[config.mk]
export PLATFORM = sky130hd
export DESIGN_NAME = matrix_keypad_debounce_scanner
export DESIGN_NICKNAME = d
export VERILOG_FILES = /design/src/rtl/core/kds_pkg.sv /design/src/rtl/core/kds_scan_encode.sv /design/src/rtl/core/kds_debounce.sv /design/src/rtl/core/matrix_keypad_debounce_scanner.sv
export SDC_FILE = /design/constraint.sdc
export NUM_CORES = 1
export LEC_CHECK = 0
export BUFFER_PORTS_ARGS = -buffer_cell sky130_fd_sc_hd__clkbuf_2
export CORE_MARGIN = 4
export CORE_UTILIZATION = 60
export DETAILED_ROUTE_END_ITERATION = 10
export PLACE_DENSITY = 0.79
export SETUP_SLACK_MARGIN = 0.5
export SYNTH_ARGS = -nofsm -noshare
export SYNTH_HDL_FRONTEND = slang
export SYNTH_SLANG_ARGS = --single-unit
[constraint.sdc]
create_clock -name clk -period 11.9 [get_ports clk]
set_input_delay 3.57 -clock clk [delete_from_list [all_inputs] [get_ports clk]]
set_output_delay 3.57 -clock clk [all_outputs]
set_load 0.01 [all_outputs]
[src/rtl/core/kds_pkg.sv]
// shared types, constants and keypad table for the keypad debounce scanner
`default_nettype none

package kds_pkg;

	localparam int SENSE_BITS = 16;
	localparam int CFG_BITS   = 16;
	localparam int CODE_BITS  = 8;
	localparam int INDEX_BITS = 4;
	localparam int CHAR_BITS  = 8;
	localparam int PAD_SIZE   = 4;

	typedef enum logic [0:0] {
		REG_DEBOUNCE    = 1'b0,
		REG_REPEAT_WAIT = 1'b1
	} cfg_reg_t;

	localparam logic [CFG_BITS-1:0] DEBOUNCE_RESET    = 16'd50;
	localparam logic [CFG_BITS-1:0] REPEAT_WAIT_RESET = 16'd300;

	// candidate key from the priority encoder
	typedef struct packed {
		logic                  found;
		logic [CODE_BITS-1:0]  code;
		logic [INDEX_BITS-1:0] index;
		logic [CHAR_BITS-1:0]  key_char;
	} key_hit_t;

	// one result beat
	typedef struct packed {
		logic                  key_valid;
		logic [INDEX_BITS-1:0] key_index;
		logic [CHAR_BITS-1:0]  key_char;
	} key_result_t;

	localparam logic [CHAR_BITS-1:0] PAD_CHARS [PAD_SIZE][PAD_SIZE] = '{
		'{8'h31, 8'h32, 8'h33, 8'h41},
		'{8'h34, 8'h35, 8'h36, 8'h42},
		'{8'h37, 8'h38, 8'h39, 8'h43},
		'{8'h46, 8'h30, 8'h45, 8'h44}
	};

	function automatic logic [CHAR_BITS-1:0] pad_char(input logic [1:0] row,
			input logic [1:0] col);
		return PAD_CHARS[row][col];
	endfunction

endpackage

`default_nettype wire

[src/rtl/core/kds_scan_encode.sv]
// priority encoder: first pressed key in scan order and its keymap code
`default_nettype none

module kds_scan_encode #(
	parameter int ROW_COUNT = 4,
	parameter int COL_COUNT = 4
) (
	input  wire logic [kds_pkg::SENSE_BITS-1:0] key_sense,
	output kds_pkg::key_hit_t                   hit
);

	always_comb begin
		int bit_pos;
		int kcol;
		int pos;
		int idx;
		hit = '0;
		// walk backwards so the earliest key in scan order wins
		for (int c = COL_COUNT - 1; c >= 0; c--) begin
			for (int r = ROW_COUNT - 1; r >= 0; r--) begin
				bit_pos = c * ROW_COUNT + r;
				kcol    = COL_COUNT - 1 - c;
				pos     = r * COL_COUNT + kcol + 1;
				idx     = r * kds_pkg::PAD_SIZE + kcol;
				if (bit_pos < kds_pkg::SENSE_BITS && key_sense[bit_pos[3:0]]) begin
					hit.found = 1'b1;
					hit.code  = pos[kds_pkg::CODE_BITS-1:0];
					hit.index = idx[kds_pkg::INDEX_BITS-1:0];
					if (r < kds_pkg::PAD_SIZE && kcol < kds_pkg::PAD_SIZE) begin
						hit.key_char = kds_pkg::pad_char(r[1:0], kcol[1:0]);
					end else begin
						hit.key_char = '0;
					end
				end
			end
		end
	end

endmodule

`default_nettype wire

[src/rtl/core/kds_debounce.sv]
// debounce and repeat-wait decision with the held key and timestamp registers
`default_nettype none

module kds_debounce #(
	parameter int TIME_BITS = 32
) (
	input  wire logic                          clk,
	input  wire logic                          arst_n,
	input  wire logic                          advance,
	input  wire kds_pkg::key_hit_t             hit,
	input  wire logic [TIME_BITS-1:0]          now,
	input  wire logic [kds_pkg::CFG_BITS-1:0]  debounce_ms,
	input  wire logic [kds_pkg::CFG_BITS-1:0]  repeat_wait_ms,
	output kds_pkg::key_result_t               result
);

	logic [kds_pkg::CODE_BITS-1:0] held_key_q;
	logic [TIME_BITS-1:0]          steady_since_q;
	logic [TIME_BITS-1:0]          last_report_q;

	logic                 same_key;
	logic [TIME_BITS-1:0] steady_eff;
	logic [TIME_BITS-1:0] steady_age;
	logic [TIME_BITS-1:0] report_gap;
	logic                 report;

	always_comb begin
		same_key   = (hit.code == held_key_q);
		steady_eff = same_key ? steady_since_q : now;
		// differences wrap at the timestamp width
		steady_age = now - steady_eff;
		report_gap = now - last_report_q;
		report     = hit.found
			&& (steady_age > TIME_BITS'(debounce_ms))
			&& (report_gap > TIME_BITS'(repeat_wait_ms));
		result           = '0;
		result.key_valid = report;
		if (report) begin
			result.key_index = hit.index;
			result.key_char  = hit.key_char;
		end
	end

	always_ff @(posedge clk or negedge arst_n) begin
		if (!arst_n) begin
			held_key_q     <= '0;
			steady_since_q <= '0;
			last_report_q  <= '0;
		end else if (advance) begin
			if (!hit.found) begin
				held_key_q <= '0;
			end else begin
				held_key_q <= hit.code;
				if (!same_key) begin
					steady_since_q <= now;
				end
				if (report) begin
					last_report_q <= now;
				end
			end
		end
	end

endmodule

`default_nettype wire

[src/rtl/core/matrix_keypad_debounce_scanner.sv]
// matrix keypad scanner: throughput one beat per cycle unless out_ready stalls
// the full result register; input register, one pass of encode and
// debounce compare, then the result register that also acts as output buffer
// the debounce state updates in the same cycle the result register loads
// reset clears held key, both timestamps and the valid flags; registers
// return to debounce 50 ms and repeat wait 300 ms
`default_nettype none

module matrix_keypad_debounce_scanner #(
	parameter int ROW_COUNT = 4,
	parameter int COL_COUNT = 4,
	parameter int TIME_BITS = 32
) (
	input  wire logic                              clk,
	input  wire logic                              arst_n,
	input  wire logic                              cfg_we,
	input  wire logic [0:0]                        cfg_index,
	input  wire logic [kds_pkg::CFG_BITS-1:0]      cfg_data,
	input  wire logic                              in_valid,
	output logic                                   in_ready,
	input  wire logic [kds_pkg::SENSE_BITS-1:0]    key_sense,
	input  wire logic [31:0]                       time_ms,
	output logic                                   out_valid,
	input  wire logic                              out_ready,
	output logic                                   key_valid,
	output logic [kds_pkg::INDEX_BITS-1:0]         key_index,
	output logic [kds_pkg::CHAR_BITS-1:0]          key_char
);

	localparam int NOW_BITS = (TIME_BITS < 32) ? TIME_BITS : 32;

	logic [kds_pkg::CFG_BITS-1:0]   debounce_q;
	logic [kds_pkg::CFG_BITS-1:0]   repeat_wait_q;

	logic                           valid_s1;
	logic [kds_pkg::SENSE_BITS-1:0] sense_s1;
	logic [TIME_BITS-1:0]           now_s1;

	logic                           valid_s2;
	kds_pkg::key_result_t           result_s2;

	logic                           advance;
	kds_pkg::key_hit_t              hit;
	kds_pkg::key_result_t           result;

	// configuration registers
	always_ff @(posedge clk or negedge arst_n) begin
		if (!arst_n) begin
			debounce_q    <= kds_pkg::DEBOUNCE_RESET;
			repeat_wait_q <= kds_pkg::REPEAT_WAIT_RESET;
		end else if (cfg_we) begin
			case (cfg_index)
				kds_pkg::REG_DEBOUNCE:    debounce_q    <= cfg_data;
				kds_pkg::REG_REPEAT_WAIT: repeat_wait_q <= cfg_data;
				default: ;
			endcase
		end
	end

	// stage 1 moves on whenever the result register is free or being drained
	assign advance  = valid_s1 && (!valid_s2 || out_ready);
	assign in_ready = !valid_s1 || advance;

	always_ff @(posedge clk or negedge arst_n) begin
		if (!arst_n) begin
			valid_s1 <= 1'b0;
		end else if (in_ready) begin
			valid_s1 <= in_valid;
		end
	end

	always_ff @(posedge clk) begin
		if (in_valid && in_ready) begin
			sense_s1 <= key_sense;
			now_s1   <= TIME_BITS'(time_ms[NOW_BITS-1:0]);
		end
	end

	kds_scan_encode #(
		.ROW_COUNT(ROW_COUNT),
		.COL_COUNT(COL_COUNT)
	) u_encode (
		.key_sense(sense_s1),
		.hit      (hit)
	);

	kds_debounce #(
		.TIME_BITS(TIME_BITS)
	) u_debounce (
		.clk           (clk),
		.arst_n        (arst_n),
		.advance       (advance),
		.hit           (hit),
		.now           (now_s1),
		.debounce_ms   (debounce_q),
		.repeat_wait_ms(repeat_wait_q),
		.result        (result)
	);

	// result register
	always_ff @(posedge clk or negedge arst_n) begin
		if (!arst_n) begin
			valid_s2 <= 1'b0;
		end else if (advance) begin
			valid_s2 <= 1'b1;
		end else if (out_ready) begin
			valid_s2 <= 1'b0;
		end
	end

	always_ff @(posedge clk) begin
		if (advance) begin
			result_s2 <= result;
		end
	end

	assign out_valid = valid_s2;
	assign key_valid = result_s2.key_valid;
	assign key_index = result_s2.key_index;
	assign key_char  = result_s2.key_char;

endmodule

`default_nettype wire
======== Word level (Yosys, flattened, before mapping) ========
Cells that the tools add are included.
storage, ports and cells
  register bits ........................... 167
  input port bits ......................... 70
  output and inout port bits .............. 15
  word-level logic and storage cells ...... 65
operators by class
  $add $sub $neg .......................... 2
  order comparisons ....................... 2
  mux-type cells .......................... 20
  reductions and logical operators ........ 19
  bitwise gates (word level) .............. 2
  equal/unequal tests ..................... 1
operators with widths
  kind                           number
  2-to-1 mux 21 bit              16
  > comparator 32 x 16 -> 1 bit  2
  subtractor 32 bit              2
  2-to-1 mux 32 bit              1
  OR reduction 16 bit            1
  equality test 8 bit            1
  2-to-1 mux 8 bit               1
  OR reduction 7 bit             1
  AND reduction 2 bit            3
  OR reduction 5 bit             1
  logical AND 1 bit              4
  OR reduction 4 bit             1
  AND reduction 3 bit            1
  OR reduction 3 bit             1
  logical NOT 1 bit              2
  logical OR 1 bit               2
  2-to-1 mux 1 bit               2
  NOT 1 bit                      2
  nonzero test 2 bit             1
  OR reduction 2 bit             1

======== Logic depth before layout (Yosys ltp) ========
  depth after elaboration ................. 24
  depth in mapped cells ................... 37
  depth with buffers taken out ............ 32

======== Cells and area by module ========
A second synthesis with hierarchy kept.
unflattened totals
  cell total of the unflattened synthesis .. 1276
  area, all modules ....................... 12335.6 um^2
modules (own cells, without submodules)
  module                          area each (um^2)  seq. area each (um^2)  times used  cells each
  kds_debounce                    8647.0            1801.7                 1           1055
  matrix_keypad_debounce_scanner  3176.8            2691.3                 1           138
  kds_scan_encode                 511.7             0.0                    1           83

======== Worst setup path after synthesis ========
OpenSTA, ideal clock, no wires.
  path kind ............................... input-to-output
  from .................................... input out_ready
  to ...................................... output in_ready
  cell stages on the path ................. 1
  arrival ................................. 3.779 ns
  required time ........................... 8.330 ns
  path slack .............................. 4.551 ns
  buffers on the path ..................... 0
  cells stage by stage .................... nand3b_1
on the way
  cells in the longest elaborated chain, start to end .. 3
RTL lines
  element            line                                  source
  start, declared    matrix_keypad_debounce_scanner.sv:24  input wire logic out_ready,
  logical OR 1 bit   matrix_keypad_debounce_scanner.sv:61  assign advance = valid_s1 && (!valid_s2 || out_ready);
  logical AND 1 bit  matrix_keypad_debounce_scanner.sv:61
  logical OR 1 bit   matrix_keypad_debounce_scanner.sv:62  assign in_ready = !valid_s1 || advance;
  end, declared      matrix_keypad_debounce_scanner.sv:20  output logic in_ready,
No other way between the ends.

======== Worst setup path after layout ========
  from .................................... register sense_s1[10] in the netlist's numbering
  to ...................................... register result_s2, in the netlist key_index[2] (data pin)
on the way
  cells in the longest elaborated chain, start to end .. 19
RTL lines
  element                             line                                   source
  start, declared                     matrix_keypad_debounce_scanner.sv:36   logic [kds_pkg::SENSE_BITS-1:0] sense_s1;
  start signal, assigned              matrix_keypad_debounce_scanner.sv:74   sense_s1 <= key_sense;
  2-to-1 mux 21 bit * (10 in series)  kds_scan_encode.sv:25                  if (bit_pos < kds_pkg::SENSE_BITS && key_sense[bit_pos[3:0]]) begin
  2-to-1 mux 21 bit                   kds_scan_encode.sv:25
  equality test 8 bit                 kds_debounce.sv:28                     same_key = (hit.code == held_key_q);
  2-to-1 mux 32 bit                   n/a
  subtractor 32 bit                   kds_debounce.sv:31                     steady_age = now - steady_eff;
  > comparator 32 x 16 -> 1 bit       kds_debounce.sv:34                     && (steady_age > TIME_BITS'(debounce_ms))
  logical AND 1 bit                   kds_debounce.sv:34
  logical AND 1 bit                   kds_debounce.sv:35                     && (report_gap > TIME_BITS'(repeat_wait_ms));
  NOT 1 bit (no line)                 n/a
  OR reduction 2 bit (no line)        n/a
  end signal, assigned                matrix_keypad_debounce_scanner.sv:113  result_s2 <= result;
  end, declared                       matrix_keypad_debounce_scanner.sv:40   kds_pkg::key_result_t result_s2;
Mark *: on every way between the ends. The rest lies on a longest branch, timed or not.
A chain may end at the register's enable or synchronous reset.

==> impl_metrics.csv <==
group,metric,value,unit
pwr,power_density,166,nW/um^2
critical_path,crit_arrival,8.28,ns
yosys,ys_ff_latch,162,
yosys,yosysTopAreaCell,"dfrtp_1",
finish,nets,1546,
clock_tree,cts_tree,"done",
clock_tree,cts_resized,0,
global_route,overflow,0,
job,drv_cap,0,
sta,slew_headroom,21.4,%
yosys,netlist_top_cells_count,"dfrtp_1, inv_1, ha_1, nand3_1, nand2_1",
yosys,ys_types,84,
die,rows,51,
sta,fin_crit,8.13,ns
clock_tree,cts_buffer_depth,2,
detailed_routing,vias,10544,
placement,hpwl,22.9,mm
clock_tree,h-tree-depth,4,
yosys,syn_avg_cell_area,9.10,sq um
critical_path,worstSetupPathType,"flip-flop to flip-flop",
sta,worstMarginPinSlew,1.16,ns
clock_tree,cts-root-buf,"clkbuf_16",
sta,whs,0.493,ns
detailed_routing,routed_wl,31.0,mm
finish,layout-drive-gt1-share,14.2,%
critical_path,start_kind,"flip-flop",
die,ios,85,
global_route,grt_pass1_vias,10040,
clock_tree,insertion_delay,0.43,ns
yosys,ys_seq_area_share,35.7,%
critical_path,critPathTopFamily,"compound AO/OA/AOI/OAI gates",
pwr,vdd_drop_max,97.7,uV
pwr,p_total,2.21,mW
placement,place.gp.congestion,0.942,
sta,fmax,123,MHz
critical_path,critPathBufInv,1,
critical_path,regToRegSetupSlack,3.77,ns
critical_path,required,12.05,ns
critical_path,cp-end-kind,"flip-flop",
global_route,grt_pass1_wl,51.1,mm
die,die_y,151,um
yosys,syn_nets,1502,
detailed_routing,vias_per_cell,6.35,
sta,period_share,68.3,%
yosys,yosys-top-cells-area,"dfrtp_1, edfxtp_1, ha_1, mux2_2, nand3_1",
worst_hold_path,hold_path_class,"flip-flop to flip-flop",
yosys,synth-edff-count,59,
detailed_routing,first_pass_iters,5,
critical_path,reg2regPathDepth,30,
clock_tree,cts.sinks,162,
sta,slew_violations,0,
die,dieArea,22700,sq um
die,initial_core_util,61.8,%
yosys,netlist.area_leader.share,19.7,%
die,die_width,151,um
detailed_routing,wl_per_cell,18.7,um
finish,diodes,0,
pwr,leakage,5.85,nW
critical_path,rr_startpoint,"sense_s1[10]",
critical_path,crit_slowest_cell,"nor4_1",
worst_hold_path,holdPathStages,2,
sta,hold_viol_final,0,
clock_tree,cts.hold.buffers_added,0,
sta,rsz0062_at_grt,"false",
yosys,yosysWarnings,0,
global_route,antenna_found_initial,0,
detailed_routing,drt-initial-drc-count,944,
yosys,netlist_instances,1339,
detailed_routing,post-route-drc-count,0,
critical_path,max_stage_delay,0.68,ns
worst_hold_path,min_from,"u_debounce.steady_since_q[0]",
critical_path,cp_max_fo,34,
yosys,synthFlopType,"dfrtp_1",
placement,io_buffers,83,
clock_tree,cts_setup_buffers,0,
finish,final_core_util,67.4,%
clock_tree,cts_inserted_buffers,17,
clock_tree,clkTransAtPathRegs,0.07,ns
detailed_routing,final_antenna_net_count,0,
sta,fin_skew,0.0109,ns
critical_path,crit_start,"sense_s1[10]",
sta,final.setup.tns,0,ns
global_route,grt_max_degree,68,
sta,setup_viol,0,
critical_path,cp.depth,30,
yosys,post_synth_instance_area,12200,sq um
status,outcome,"finished clean",
finish,area_growth,9.00,%
global_route,grt_usage,28.1,%
die,core,19700,sq um
yosys,async_flop_share,63.6,%
[metrics by stage]
step	setup WS, ns	cell area [sq um]	cells
CTS	3.82	13300	1661
global placement	4.00	12700	1629
detailed placement	3.91	12700	1629
global route	2.88	13300	1661
finish	3.77	13300	1661
floorplan	4.55	12200	1339
[cells in the final DEF, fill, tap and decap left out, types with 17 or more instances in the layout]
cell / instances
o21ai_0: 78
nor2_1: 81
dfrtp_1: 96
ha_1: 91
a21o_1: 56
clkbuf_2: 82
nand3_1: 88
xnor2_1: 22
o2111ai_1: 33
inv_1: 96
nor3_1: 36
nand2_1: 87
mux2i_1: 38
edfxtp_1: 59
mux2_2: 46
a21oi_1: 86
clkbuf_16: 17
[logic make-up (layout without fill, tap and decap cells)]
family | Yosys count | after routing | share of synthesized area (%)
multiplexers | 84 | 84 | 7.37
other | 1 | 1 | 0.0308
XOR/XNOR | 37 | 37 | 2.66
AND/OR/NAND/NOR | 402 | 402 | 16.7
buffers and inverters | 165 | 222 | 5.55
AO/OA/AOI/OAI | 391 | 391 | 22.0
flip-flops | 162 | 162 | 35.7
adder cells (fa/ha/maj) | 97 | 97 | 10.0
[registers in the layout, indices dropped and copies added (netlist names), 4 cells and up]
register and count:
debounce_q 16, key_char 6, key_index 4, now_s1 32, repeat_wait_q 16, sense_s1 16
u_debounce.held_key_q 5, u_debounce.last_report_q 32, u_debounce.steady_since_q 32
[path summary, 6_finish.rpt]
| check | endpoint |
|---|---|
| min reg2reg | u_debounce.steady_since_q[0] |
| min | u_debounce.steady_since_q[0] |
| max in group asynchronous | u_debounce.last_report_q[22] |
| min in group asynchronous | u_debounce.steady_since_q[5] |
| max | key_index[2] |
| max reg2reg | key_index[2] |
[power by group]
group	switching, mW	leakage, nW	internal [mW]
registers	0.0602	1.79	0.663
clock network	0.252	0.278	0.294
logic	0.555	3.78	0.384
total	0.867	5.85	1.34
[tightest hold or removal path, cell delays in order (launching register included)]
cell,delay (ns)
dfrtp_1,0.35
nand2_1,0.05
o21ai_0,0.06
[final cells by class]
type                       count  area (sq um)
multi-input combinational   1012          7170
fill                        1577          6430
sequential                   162          4360
timing repair buffer          94           500
clock buffer                  17           425
inverter                      96           360
tap                          265           332
clock inverter                15           145
[routing by layer]
layer | vias up | wire, um | GRT usage, %
met5 | - | 0 | 0
met4 | 0 | 547 | 7.18
met3 | 52 | 2030 | 4.30
met2 | 378 | 14400 | 45.1
met1 | 5046 | 14000 | 40.1
li1 | 5068 | - | -
Power figures use the tool's default switching activity.
